## config.mk

```make
export PLATFORM = sky130hd
export DESIGN_NAME = velocity_pi_with_obstacle_limit_flat
export DESIGN_NICKNAME = d
export VERILOG_FILES = /design/src/hw/rtl/vpiol_pkg.sv /design/src/hw/rtl/vpiol_if.sv /design/src/hw/rtl/vpiol_mul.sv /design/src/hw/rtl/velocity_pi_with_obstacle_limit.sv /design/src/flat_wrapper.sv
export SDC_FILE = /design/constraint.sdc
export NUM_CORES = 1
export LEC_CHECK = 0
export BUFFER_PORTS_ARGS = -buffer_cell sky130_fd_sc_hd__buf_2
export CAP_MARGIN = 10
export CELL_PAD_IN_SITES_DETAIL_PLACEMENT = 1
export CELL_PAD_IN_SITES_GLOBAL_PLACEMENT = 1
export CORE_MARGIN = 2
export CORE_UTILIZATION = 48
export DETAILED_ROUTE_END_ITERATION = 8
export PLACE_DENSITY_LB_ADDON = 0.1
export SYNTH_ARGS = -nofsm -noshare
export SYNTH_HDL_FRONTEND = slang
export SYNTH_SLANG_ARGS = --single-unit
```

## constraint.sdc

```tcl
create_clock -name i_clk -period 7.04 [get_ports i_clk]
set_input_delay 1.408 -clock i_clk [delete_from_list [all_inputs] [get_ports i_clk]]
set_output_delay 1.408 -clock i_clk [all_outputs]
set_load 0.1 [all_outputs]
```

## src/hw/rtl/vpiol_pkg.sv

```systemverilog
// Shared types and constants for the velocity PI controller with obstacle limiting.
package vpiol_pkg;

    // field and state widths
    localparam int WHEEL_W  = 16;
    localparam int OFFS_W   = 8;
    localparam int DIST_W   = 10;
    localparam int TILT_W   = 17;
    localparam int DRIVE_W  = 32;
    localparam int FILT_W   = 28;
    localparam int POS_W    = 30;
    localparam int TGT_W    = 18;
    localparam int SUM_W    = 32;
    localparam int FRAC_W   = 8;
    localparam int GAIN_SH  = 24;

    // shift-add multiplier
    localparam int MCAND_W  = 36;
    localparam int MPLIER_W = 16;
    localparam int ACC_W    = 54;

    // configuration port
    localparam int CFG_IDX_W  = 3;
    localparam int CFG_DATA_W = 20;

    localparam logic [CFG_IDX_W-1:0] CFG_BASE_SPEED     = 3'd0;
    localparam logic [CFG_IDX_W-1:0] CFG_DIST_THRESHOLD = 3'd1;
    localparam logic [CFG_IDX_W-1:0] CFG_DODGE_DISTANCE = 3'd2;
    localparam logic [CFG_IDX_W-1:0] CFG_SPEED_GAIN     = 3'd3;
    localparam logic [CFG_IDX_W-1:0] CFG_INTEGRAL_GAIN  = 3'd4;
    localparam logic [CFG_IDX_W-1:0] CFG_INTEGRAL_LIMIT = 3'd5;
    localparam logic [CFG_IDX_W-1:0] CFG_TILT_LIMIT     = 3'd6;

    localparam logic [9:0]  RST_BASE_SPEED     = 10'd120;
    localparam logic [7:0]  RST_DIST_THRESHOLD = 8'd45;
    localparam logic [7:0]  RST_DODGE_DISTANCE = 8'd20;
    localparam logic [15:0] RST_SPEED_GAIN     = 16'd3328;
    localparam logic [15:0] RST_INTEGRAL_GAIN  = 16'd5308;
    localparam logic [19:0] RST_INTEGRAL_LIMIT = 20'd100000;
    localparam logic [15:0] RST_TILT_LIMIT     = 16'd10240;

    // move commands
    localparam logic [1:0] CMD_STOP    = 2'd0;
    localparam logic [1:0] CMD_FWD     = 2'd1;
    localparam logic [1:0] CMD_REVERSE = 2'd2;

    // low-pass weights, 0.8 and 0.2 in Q8
    localparam logic [MPLIER_W-1:0] FILT_OLD_GAIN = 16'd205;
    localparam logic [MPLIER_W-1:0] FILT_NEW_GAIN = 16'd51;

    localparam logic signed [TGT_W-1:0] SPEED_MARGIN = 18'sd10;
    localparam logic signed [TGT_W-1:0] DODGE_STEP   = 18'sd10;
    localparam logic signed [OFFS_W-1:0] OFFS_BRAKE_MIN = -8'sd10;

    localparam logic signed [FILT_W-1:0] FILT_MAX = 28'sh7FFFFFF;
    localparam logic signed [FILT_W-1:0] FILT_MIN = 28'sh8000000;

    typedef struct packed {
        logic                       start;
        logic                       clear;
        logic signed [MCAND_W-1:0]  mcand;
        logic [MPLIER_W-1:0]        mplier;
    } t_mul_req;

    typedef struct packed {
        logic busy;
        logic done;
    } t_mul_sts;

endpackage

```

## src/hw/rtl/vpiol_if.sv

```systemverilog
// Request channel interfaces: controller sample in, controller result out.
interface vpiol_in_if;
    logic                                   valid;
    logic                                   ready;
    logic signed [vpiol_pkg::WHEEL_W-1:0]   wheel_speed;
    logic [1:0]                             move_command;
    logic signed [vpiol_pkg::OFFS_W-1:0]    remote_offset;
    logic signed [vpiol_pkg::WHEEL_W-1:0]   measured_speed;
    logic [vpiol_pkg::DIST_W-1:0]           obstacle_distance;
    logic signed [vpiol_pkg::TILT_W-1:0]    tilt_angle;

    modport source (
        output valid, wheel_speed, move_command, remote_offset, measured_speed,
               obstacle_distance, tilt_angle,
        input  ready
    );
    modport sink (
        input  valid, wheel_speed, move_command, remote_offset, measured_speed,
               obstacle_distance, tilt_angle,
        output ready
    );
endinterface

interface vpiol_out_if;
    logic                                   valid;
    logic                                   ready;
    logic signed [vpiol_pkg::DRIVE_W-1:0]   drive;
    logic                                   buzzer_write;
    logic                                   buzzer_on;
    logic                                   command_clear;

    modport source (
        output valid, drive, buzzer_write, buzzer_on, command_clear,
        input  ready
    );
    modport sink (
        input  valid, drive, buzzer_write, buzzer_on, command_clear,
        output ready
    );
endinterface

```

## src/hw/rtl/vpiol_mul.sv

```systemverilog
// Bit-serial shift-add multiplier: signed multiplicand times unsigned multiplier, accumulating.
module vpiol_mul (
    input  logic                                   i_clk,
    input  logic                                   i_rst_n,
    input  vpiol_pkg::t_mul_req                    i_req,
    output vpiol_pkg::t_mul_sts                    o_sts,
    output logic signed [vpiol_pkg::ACC_W-1:0]     o_acc
);

    localparam int EXT_W = vpiol_pkg::ACC_W - vpiol_pkg::MCAND_W;

    logic                                   r_busy;
    logic signed [vpiol_pkg::ACC_W-1:0]     r_mcand;
    logic [vpiol_pkg::MPLIER_W-1:0]         r_mplier;
    logic signed [vpiol_pkg::ACC_W-1:0]     r_acc;
    logic                                   w_done;

    // finished once no multiplier bits remain
    assign w_done = r_busy && (r_mplier == '0);

    always_ff @(posedge i_clk) begin
        if (!i_rst_n) begin
            r_busy <= 1'b0;
        end else if (i_req.start) begin
            r_busy <= 1'b1;
        end else if (w_done) begin
            r_busy <= 1'b0;
        end
    end

    always_ff @(posedge i_clk) begin
        if (i_req.start) begin
            r_mcand  <= {{EXT_W{i_req.mcand[vpiol_pkg::MCAND_W-1]}}, i_req.mcand};
            r_mplier <= i_req.mplier;
            if (i_req.clear) begin
                r_acc <= '0;
            end
        end else if (r_busy && !w_done) begin
            if (r_mplier[0]) begin
                r_acc <= r_acc + r_mcand;
            end
            r_mcand  <= r_mcand <<< 1;
            r_mplier <= r_mplier >> 1;
        end
    end

    assign o_sts.busy = r_busy;
    assign o_sts.done = w_done;
    assign o_acc      = r_acc;

endmodule

```

## src/hw/rtl/velocity_pi_with_obstacle_limit.sv

```systemverilog
// Requests are taken one at a time: a new request is accepted only in the idle state, after the
//   previous result is loaded into the output register; a single shift-add multiplier, one
//   multiplier bit per cycle, forms all four products in turn.
// Reset: configuration returns to defaults, filter and integral state clear to zero,
//   no result pending.
module velocity_pi_with_obstacle_limit (
    input  logic                                    i_clk,
    input  logic                                    i_rst_n,
    input  logic                                    i_cfg_we,
    input  logic [vpiol_pkg::CFG_IDX_W-1:0]         i_cfg_idx,
    input  logic [vpiol_pkg::CFG_DATA_W-1:0]        i_cfg_data,
    vpiol_in_if.sink                                i_in,
    vpiol_out_if.source                             o_out
);

    typedef enum logic [6:0] {
        S_IDLE = 7'b0000001,
        S_MF   = 7'b0000010,
        S_MW   = 7'b0000100,
        S_POS  = 7'b0001000,
        S_MS   = 7'b0010000,
        S_MI   = 7'b0100000,
        S_DRV  = 7'b1000000
    } t_state;

    localparam int TGT_W  = vpiol_pkg::TGT_W;
    localparam int SUM_W  = vpiol_pkg::SUM_W;
    localparam int FILT_W = vpiol_pkg::FILT_W;
    localparam int POS_W  = vpiol_pkg::POS_W;
    localparam int ACC_W  = vpiol_pkg::ACC_W;
    localparam int MC_W   = vpiol_pkg::MCAND_W;
    localparam int FRAC_W = vpiol_pkg::FRAC_W;
    localparam int SH_W   = ACC_W - FRAC_W;
    localparam int Q_W    = ACC_W - vpiol_pkg::GAIN_SH;

    // configuration
    logic [9:0]  r_base_speed;
    logic [7:0]  r_dist_thr;
    logic [7:0]  r_dodge_dist;
    logic [15:0] r_speed_gain;
    logic [15:0] r_integral_gain;
    logic [19:0] r_integral_limit;
    logic [15:0] r_tilt_limit;

    t_state                         r_state, n_state;
    logic signed [FILT_W-1:0]       r_filt, n_filt;
    logic signed [POS_W-1:0]        r_pos, n_pos;
    logic signed [TGT_W-1:0]        r_target;
    logic signed [15:0]             r_wheel;
    logic                           r_tilt, r_bw, r_bon;

    logic                           r_out_valid;
    logic signed [31:0]             r_drive;
    logic                           r_out_bw, r_out_bon, r_out_clr;

    vpiol_pkg::t_mul_req            w_mul_req;
    vpiol_pkg::t_mul_sts            w_mul_sts;
    logic signed [ACC_W-1:0]        w_acc;

    logic                           w_in_fire, w_out_fire, w_out_load;

    // ---------------- target, buzzer and tilt from the request ----------------
    logic signed [TGT_W-1:0] w_base, w_meas, w_dist, w_thr, w_offs, w_tilt, w_tlim;
    logic signed [TGT_W-1:0] w_cmd_tgt, w_rem_tgt, w_target;
    logic                    w_limiting, w_has_offs, w_tilted;

    always_comb begin
        w_base = $signed({8'b0, r_base_speed});
        w_meas = TGT_W'(i_in.measured_speed);
        w_dist = $signed({8'b0, i_in.obstacle_distance});
        w_thr  = $signed({10'b0, r_dist_thr});
        w_offs = TGT_W'(i_in.remote_offset);
        w_tilt = TGT_W'(i_in.tilt_angle);
        w_tlim = $signed({2'b0, r_tilt_limit});

        case (i_in.move_command)
            vpiol_pkg::CMD_FWD:     w_cmd_tgt = w_base;
            vpiol_pkg::CMD_REVERSE: w_cmd_tgt = -w_base;
            default:                w_cmd_tgt = '0;
        endcase

        w_has_offs = (i_in.remote_offset != '0);
        w_limiting = w_has_offs && (w_meas + vpiol_pkg::SPEED_MARGIN > w_dist)
                     && (i_in.obstacle_distance < {2'b0, r_dist_thr});

        if (!w_has_offs) begin
            w_rem_tgt = '0;
        end else if (w_limiting && (i_in.remote_offset > vpiol_pkg::OFFS_BRAKE_MIN)) begin
            w_rem_tgt = -(w_meas + w_thr - w_dist);
        end else begin
            w_rem_tgt = w_offs;
        end

        w_target = w_cmd_tgt + w_rem_tgt;
        if (i_in.obstacle_distance < {2'b0, r_dodge_dist}) begin
            w_target = w_target - vpiol_pkg::DODGE_STEP;
        end

        w_tilted = (w_tilt > w_tlim) || (w_tilt < -w_tlim);
    end

    // ---------------- filter saturation and integral clamp ----------------
    logic signed [SH_W-1:0]     w_filt_sh;
    logic [SH_W-FILT_W:0]       w_filt_hi;
    logic signed [FILT_W-1:0]   w_filt_sat;
    logic signed [25:0]         w_tgt_sh;
    logic signed [SUM_W-1:0]    w_psum, w_lim, w_nlim;
    logic signed [POS_W-1:0]    w_pos_clamp;

    always_comb begin
        // arithmetic shift gives the floor of the Q8 product
        w_filt_sh = w_acc[ACC_W-1:FRAC_W];
        w_filt_hi = w_filt_sh[SH_W-1:FILT_W-1];
        if ((w_filt_hi == '0) || (w_filt_hi == '1)) begin
            w_filt_sat = w_filt_sh[FILT_W-1:0];
        end else if (w_filt_sh[SH_W-1]) begin
            w_filt_sat = vpiol_pkg::FILT_MIN;
        end else begin
            w_filt_sat = vpiol_pkg::FILT_MAX;
        end

        w_tgt_sh = {r_target, 8'h00};
        w_psum   = SUM_W'(r_pos) + SUM_W'(r_filt) + SUM_W'(w_tgt_sh);
        w_lim    = $signed({4'b0, r_integral_limit, 8'h00});
        w_nlim   = -w_lim;
        if (w_psum > w_lim) begin
            w_pos_clamp = w_lim[POS_W-1:0];
        end else if (w_psum < w_nlim) begin
            w_pos_clamp = w_nlim[POS_W-1:0];
        end else begin
            w_pos_clamp = w_psum[POS_W-1:0];
        end
    end

    // ---------------- drive: Q24 to integer, toward zero ----------------
    logic signed [Q_W-1:0]  w_q;
    logic                   w_round_up;
    logic signed [31:0]     w_drive;

    always_comb begin
        w_round_up = w_acc[ACC_W-1] && (w_acc[vpiol_pkg::GAIN_SH-1:0] != '0);
        w_q        = w_acc[ACC_W-1:vpiol_pkg::GAIN_SH] + Q_W'(w_round_up);
        // magnitude stays under 2^28, so the 32-bit limit is never reached
        w_drive    = r_tilt ? '0 : 32'(w_q);
    end

    // ---------------- sequencer ----------------
    assign w_in_fire  = i_in.valid && i_in.ready;
    assign w_out_fire = o_out.valid && o_out.ready;
    assign w_out_load = (r_state == S_DRV) && (!r_out_valid || w_out_fire);

    always_comb begin
        n_state          = r_state;
        n_filt           = r_filt;
        n_pos            = r_pos;
        w_mul_req.start  = 1'b0;
        w_mul_req.clear  = 1'b0;
        w_mul_req.mcand  = MC_W'(r_filt);
        w_mul_req.mplier = vpiol_pkg::FILT_OLD_GAIN;
        case (r_state)
            S_IDLE: begin
                if (w_in_fire) begin
                    w_mul_req.start = 1'b1;
                    w_mul_req.clear = 1'b1;
                    n_state         = S_MF;
                end
            end
            S_MF: begin
                // wheel*51 lands at Q8 so one floor shift covers both terms
                w_mul_req.mcand  = MC_W'($signed({r_wheel, 8'h00}));
                w_mul_req.mplier = vpiol_pkg::FILT_NEW_GAIN;
                if (w_mul_sts.done) begin
                    w_mul_req.start = 1'b1;
                    n_state         = S_MW;
                end
            end
            S_MW: begin
                if (w_mul_sts.done) begin
                    n_filt  = w_filt_sat;
                    n_state = S_POS;
                end
            end
            S_POS: begin
                n_pos            = r_tilt ? '0 : w_pos_clamp;
                w_mul_req.start  = 1'b1;
                w_mul_req.clear  = 1'b1;
                w_mul_req.mcand  = MC_W'($signed({r_filt, 8'h00}));
                w_mul_req.mplier = r_speed_gain;
                n_state          = S_MS;
            end
            S_MS: begin
                w_mul_req.mcand  = MC_W'(r_pos);
                w_mul_req.mplier = r_integral_gain;
                if (w_mul_sts.done) begin
                    w_mul_req.start = 1'b1;
                    n_state         = S_MI;
                end
            end
            S_MI: begin
                if (w_mul_sts.done) begin
                    n_state = S_DRV;
                end
            end
            S_DRV: begin
                if (w_out_load) begin
                    n_state = S_IDLE;
                end
            end
            default: begin
                n_state = S_IDLE;
            end
        endcase
    end

    vpiol_mul u_mul (
        .i_clk   (i_clk),
        .i_rst_n (i_rst_n),
        .i_req   (w_mul_req),
        .o_sts   (w_mul_sts),
        .o_acc   (w_acc)
    );

    always_ff @(posedge i_clk) begin
        if (!i_rst_n) begin
            r_state <= S_IDLE;
            r_filt  <= '0;
            r_pos   <= '0;
        end else begin
            r_state <= n_state;
            r_filt  <= n_filt;
            r_pos   <= n_pos;
        end
    end

    always_ff @(posedge i_clk) begin
        if (w_in_fire) begin
            r_target <= w_target;
            r_wheel  <= i_in.wheel_speed;
            r_tilt   <= w_tilted;
            r_bw     <= w_has_offs;
            r_bon    <= w_limiting;
        end
    end

    always_ff @(posedge i_clk) begin
        if (!i_rst_n) begin
            r_base_speed     <= vpiol_pkg::RST_BASE_SPEED;
            r_dist_thr       <= vpiol_pkg::RST_DIST_THRESHOLD;
            r_dodge_dist     <= vpiol_pkg::RST_DODGE_DISTANCE;
            r_speed_gain     <= vpiol_pkg::RST_SPEED_GAIN;
            r_integral_gain  <= vpiol_pkg::RST_INTEGRAL_GAIN;
            r_integral_limit <= vpiol_pkg::RST_INTEGRAL_LIMIT;
            r_tilt_limit     <= vpiol_pkg::RST_TILT_LIMIT;
        end else if (i_cfg_we) begin
            case (i_cfg_idx)
                vpiol_pkg::CFG_BASE_SPEED:     r_base_speed     <= i_cfg_data[9:0];
                vpiol_pkg::CFG_DIST_THRESHOLD: r_dist_thr       <= i_cfg_data[7:0];
                vpiol_pkg::CFG_DODGE_DISTANCE: r_dodge_dist     <= i_cfg_data[7:0];
                vpiol_pkg::CFG_SPEED_GAIN:     r_speed_gain     <= i_cfg_data[15:0];
                vpiol_pkg::CFG_INTEGRAL_GAIN:  r_integral_gain  <= i_cfg_data[15:0];
                vpiol_pkg::CFG_INTEGRAL_LIMIT: r_integral_limit <= i_cfg_data;
                vpiol_pkg::CFG_TILT_LIMIT:     r_tilt_limit     <= i_cfg_data[15:0];
                default: ;
            endcase
        end
    end

    // ---------------- output register ----------------
    always_ff @(posedge i_clk) begin
        if (!i_rst_n) begin
            r_out_valid <= 1'b0;
        end else if (w_out_load) begin
            r_out_valid <= 1'b1;
        end else if (w_out_fire) begin
            r_out_valid <= 1'b0;
        end
    end

    always_ff @(posedge i_clk) begin
        if (w_out_load) begin
            r_drive   <= w_drive;
            r_out_bw  <= r_bw;
            r_out_bon <= r_bon;
            r_out_clr <= r_tilt;
        end
    end

    assign i_in.ready          = (r_state == S_IDLE);
    assign o_out.valid         = r_out_valid;
    assign o_out.drive         = r_drive;
    assign o_out.buzzer_write  = r_out_bw;
    assign o_out.buzzer_on     = r_out_bon;
    assign o_out.command_clear = r_out_clr;

    // ---------------- assertions ----------------
    a_idle_mul_free: assert property (@(posedge i_clk) disable iff (!i_rst_n)
        i_in.ready |-> !w_mul_sts.busy)
        else $error("multiplier busy while taking a new request");

    a_mul_start_ok: assert property (@(posedge i_clk) disable iff (!i_rst_n)
        w_mul_req.start |-> (!w_mul_sts.busy || w_mul_sts.done))
        else $error("multiplier restarted mid-product");

    a_tilt_zero: assert property (@(posedge i_clk) disable iff (!i_rst_n)
        (o_out.valid && o_out.command_clear) |-> (o_out.drive == '0))
        else $error("nonzero drive on tilt fault");

    a_buzz_write: assert property (@(posedge i_clk) disable iff (!i_rst_n)
        (o_out.valid && o_out.buzzer_on) |-> o_out.buzzer_write)
        else $error("buzzer on without buzzer write");

endmodule
```

## src/flat_wrapper.sv

```systemverilog
// flat-port wrapper written by rule: the top's interface ports become plain ports
module velocity_pi_with_obstacle_limit_flat 
  (i_clk, i_rst_n, i_cfg_we, i_cfg_idx, i_cfg_data, i_in_valid, i_in_wheel_speed, i_in_move_command, i_in_remote_offset, i_in_measured_speed, i_in_obstacle_distance, i_in_tilt_angle, i_in_ready, o_out_valid, o_out_drive, o_out_buzzer_write, o_out_buzzer_on, o_out_command_clear, o_out_ready);
  vpiol_in_if i_in_i ();
  vpiol_out_if o_out_i ();
  input  logic i_clk;
  input  logic i_rst_n;
  input  logic i_cfg_we;
  input  logic [vpiol_pkg::CFG_IDX_W-1:0] i_cfg_idx;
  input  logic [vpiol_pkg::CFG_DATA_W-1:0] i_cfg_data;
  input wire logic [$bits(i_in_i.valid)-1:0] i_in_valid;
  input wire logic [$bits(i_in_i.wheel_speed)-1:0] i_in_wheel_speed;
  input wire logic [$bits(i_in_i.move_command)-1:0] i_in_move_command;
  input wire logic [$bits(i_in_i.remote_offset)-1:0] i_in_remote_offset;
  input wire logic [$bits(i_in_i.measured_speed)-1:0] i_in_measured_speed;
  input wire logic [$bits(i_in_i.obstacle_distance)-1:0] i_in_obstacle_distance;
  input wire logic [$bits(i_in_i.tilt_angle)-1:0] i_in_tilt_angle;
  output wire logic [$bits(i_in_i.ready)-1:0] i_in_ready;
  output wire logic [$bits(o_out_i.valid)-1:0] o_out_valid;
  output wire logic [$bits(o_out_i.drive)-1:0] o_out_drive;
  output wire logic [$bits(o_out_i.buzzer_write)-1:0] o_out_buzzer_write;
  output wire logic [$bits(o_out_i.buzzer_on)-1:0] o_out_buzzer_on;
  output wire logic [$bits(o_out_i.command_clear)-1:0] o_out_command_clear;
  input wire logic [$bits(o_out_i.ready)-1:0] o_out_ready;
  assign i_in_i.valid = i_in_valid;
  assign i_in_i.wheel_speed = i_in_wheel_speed;
  assign i_in_i.move_command = i_in_move_command;
  assign i_in_i.remote_offset = i_in_remote_offset;
  assign i_in_i.measured_speed = i_in_measured_speed;
  assign i_in_i.obstacle_distance = i_in_obstacle_distance;
  assign i_in_i.tilt_angle = i_in_tilt_angle;
  assign i_in_ready = i_in_i.ready;
  assign o_out_valid = o_out_i.valid;
  assign o_out_drive = o_out_i.drive;
  assign o_out_buzzer_write = o_out_i.buzzer_write;
  assign o_out_buzzer_on = o_out_i.buzzer_on;
  assign o_out_command_clear = o_out_i.command_clear;
  assign o_out_i.ready = o_out_ready;
  velocity_pi_with_obstacle_limit u_core (.i_clk(i_clk), .i_rst_n(i_rst_n), .i_cfg_we(i_cfg_we), .i_cfg_idx(i_cfg_idx), .i_cfg_data(i_cfg_data), .i_in(i_in_i), .o_out(o_out_i));
endmodule
```

==> flow_metrics.py <==
metrics = {
    "status": {
        "status": "complete, no violations",
    },
    "pwr": {
        "total_power_w": 0.00970,
        "p_leak_nw": 11.5,
        "power_density_mw_per_mm2": 344,
        "p_clk_share_pct": 22.7,
        "seq_power_share_pct": 34.6,
        "ir_drop_mv": 0.229,
        "p_comb_share_pct": 42.7,
        "intPower_w": 0.00577,
        "switchingPower_w": 0.00393,
        "p_sw_share_pct": 40.5,
    },
    "layout": {
        "diodes": 0,
        "nFillCells": 6190,
        "area_delta_synth_final_pct": 11.0,
        "design_area_mm2": 0.0282,
        "drive_above_1_share_pct": 9.63,
        "fin_util_pct": 53.7,
        "fin_nets": 3351,
    },
    "setup_path": {
        "crit_slowest_cell": "fa_1",
        "crit_buf_inv": 2,
        "end_kind": "flop",
        "crit_family": "compound AO/OA/AOI/OAI gates",
        "critical_path_class": "in -> reg",
        "critPathArrivalTime_ps": 6810,
        "crit_top_cell": "ha_1",
        "slowest_delay_ps": 450,
        "critPathLaunchType": "primary input",
        "required_ps": 7350,
        "r2r-start": "u_core.r_target[0]$_DFFE_PP_",
        "reg2reg_slack_ps": 600,
        "crit_fanout": 5,
        "startpoint": "i_in_measured_speed[0]",
    },
    "global_route": {
        "track_usage_pct": 29.3,
        "grt_pass1_vias": 23000,
        "grt_max_degree": 73,
        "antenna_found_initial": 0,
        "grt_first_pass_wirelength_mm": 127,
        "grt-ovfl-total": 0,
    },
    "cts": {
        "cts_setup_buffers": 0,
        "cts_hold_buf": 0,
        "clock_latency_ps": 580,
        "cts-resized-gates": 0,
        "clock_sinks": 355,
        "clk_pin_slew_ps": 60,
        "numCtsBuffers": 42,
        "cts_tree": "built",
        "cts-htree-levels": 2,
        "cts_root_buf": "clkbuf_16",
        "cts_max_path_buffers": 3,
    },
    "synth": {
        "postSynthCellCount": 2896,
        "synth.top_cell.area_share_pct": 23.0,
        "yosys_warnings": 0,
        "ys_types": 93,
        "synth_top_area_cell": "edfxtp_1",
        "synth_flop_cell": "edfxtp_1",
        "ys_top_cells_by_area": "edfxtp_1 (23%), dfxtp_1 (13%), ha_1 (12%)",
        "synth.most_common_cell": "nand2_1",
        "ys_ff_latch": 355,
        "async_flop_share_pct": 0,
        "syn_area_mm2": 0.0254,
        "yosysSeqAreaShare_pct": 35.7,
        "avgSynthCellArea_um2": 8.76,
        "synth_edf_count": 194,
        "postSynthNetCount": 3256,
        "synthTopCellsByCount": "nand2_1 (369), nor2_1 (272), ha_1 (236)",
    },
    "sta": {
        "clock.fmax_ghz": 0.154,
        "rsz0062_at_grt": "false",
        "hold_viol_final": 0,
        "finalSetupViolCount": 0,
        "finClkSkew_ps": 23.9,
        "period_minus_slack_ps": 6500,
        "slew-limit-headroom_pct": 21.8,
        "finalCritPeriodShare_pct": 92.4,
        "tightestPinTransition_ps": 1170,
        "finalMaxSlewViolations": 0,
        "fin_tns_setup_ps": 0,
    },
    "placement": {
        "place_area_mm2": 0.0268,
        "gp_congestion": 0.930,
        "numPortBuffers": 133,
        "hpwl_mm": 60.7,
    },
    "detailed_routing": {
        "totalWireLength_mm": 80.4,
        "route.detailed.drc": 0,
        "dr.first_iter.drc_count": 1148,
        "vias": 22500,
        "antenna_left": 0,
        "vias_per_cell": 6.07,
        "routedWlPerCell_um": 21.7,
        "drt-pass1-iter-count": 5,
    },
    "worst_hold_path": {
        "hp-start": "u_core.r_bw$_DFFE_PP_",
        "hold_path_class": "reg -> reg",
    },
    "die": {
        "die_y_um": 234,
        "die_x_um": 234,
        "row_count": 84,
        "dieArea_mm2": 0.0547,
        "ios": 134,
        "core_mm2": 0.0524,
        "start_util_pct": 48.4,
    },
    "run": {
        "drv.max_cap_violation_count": 0,
    },
}
-- cell families after synthesis --
| group | synth area share [%] |
|---|---|
| compound gates | 20.5 |
| xor+xnor | 5.96 |
| buf+inv | 4.03 |
| fa+ha+maj | 13.8 |
| flops | 35.7 |
| simple gates | 18.6 |
| mux | 1.40 |
-- state kept, by name, indices dropped and copies added (netlist names), 7 cells and up --
signal,count
u_core.u_mul.o_acc,54
u_core.r_dodge_dist,8
u_core.r_tilt_limit,16
u_core.r_integral_gain,16
u_core.r_wheel,16
u_core.r_speed_gain,16
u_core.r_integral_limit,20
u_core.r_base_speed,10
u_core.r_state,7
u_core.r_dist_thr,8
u_core.u_mul.r_mplier,16
u_core.r_pos,30
u_core.r_filt,28
u_core.u_mul.r_mcand,54
u_core.o_out.drive,30
u_core.r_target,18
-- per-stage QoR --
stage / setup slack, ps / cells / hold WS (ps)
floorplan: 482 / 2896 / 400
global placement: 44.3 / 3633 / 409
detailed placement: -23.9 / 3633 / 411
CTS: 557 / 3709 / 425
global route: 0.134 / 3711 / 428
finish: 536 / 3711 / 424
-- path summary, 6_finish.rpt --
check,to,cells after the start
worst min register to register,u_core.o_out.buzzer_write$_DFFE_PP_,0
worst max register to register,u_core.r_pos[0]$_SDFFE_PN0P_,20
worst min-delay path,u_core.o_out.buzzer_write$_DFFE_PP_,0
worst max-delay path,u_core.r_target[17]$_DFFE_PP_,26
-- power groups by stage --
stage / Sequential (W) / Combinational, W / Clock, W
final: 0.00335 / 0.00414 / 0.00221
after global routing: 0.00339 / 0.00461 / 0.00232
after CTS: 0.00334 / 0.00410 / 0.00224
after detailed placement: 0.00338 / 0.00406 / 0
after global placement: 0.00336 / 0.00388 / 0
after floorplan: 0.00316 / 0.00306 / 0
-- worst register-to-register path: cells and delay by family (launching register included) --
kind / cells / cell delay (ps)
flops: 1 / 510
simple gates: 8 / 2210
compound gates: 7 / 1910
buf+inv: 1 / 190
xor+xnor: 1 / 420
fa+ha+maj: 3 / 1140
-- layout by cell type, fill, tap and decap left out, drive strengths merged, types with 22 or more instances in the layout --
| master | Yosys | routed |
|---|---|---|
| nand4 | 32 | 32 |
| buf | 12 | 169 |
| inv | 145 | 145 |
| a31oi | 50 | 50 |
| clkbuf | 106 | 61 |
| nand3 | 72 | 72 |
| o211ai | 36 | 36 |
| o21a | 28 | 28 |
| nor4 | 33 | 33 |
| nor2b | 32 | 32 |
| nor3 | 58 | 58 |
| and3 | 22 | 22 |
| a221oi | 29 | 29 |
| a21oi | 211 | 211 |
| xor2 | 69 | 69 |
| ha | 236 | 236 |
| a21boi | 74 | 74 |
| fa | 27 | 27 |
| edfxtp | 194 | 194 |
| dfxtp | 161 | 161 |
| o21ai | 161 | 161 |
| a21o | 62 | 62 |
| nand2 | 370 | 370 |
| mux2i | 31 | 31 |
| nand2b | 29 | 29 |
| xnor2 | 101 | 101 |
| nor2 | 272 | 272 |
-- routing by layer --
| layer | up-vias | wire [µm] | GRT usage, % |
|---|---|---|---|
| li1 | 10700 | - | - |
| met1 | 11200 | 35100 | 37.4 |
| met2 | 488 | 39900 | 51.9 |
| met3 | 125 | 3000 | 2.94 |
| met4 | 0 | 2320 | 9.34 |
| met5 | - | 0 | 0 |
-- layout make-up --
cell class	instances	area (µm²)	share of cell area, %
Inverter	146	548	1.95
Timing Repair Buffer	169	966	3.43
Clock inverter	15	174	0.618
Tap cell	688	861	3.06
Sequential cell	355	9050	32.1
Clock buffer	61	1200	4.27
Multi-Input combinational cell	2277	15400	54.5
No activity file was read; power rests on OpenSTA's default activity.
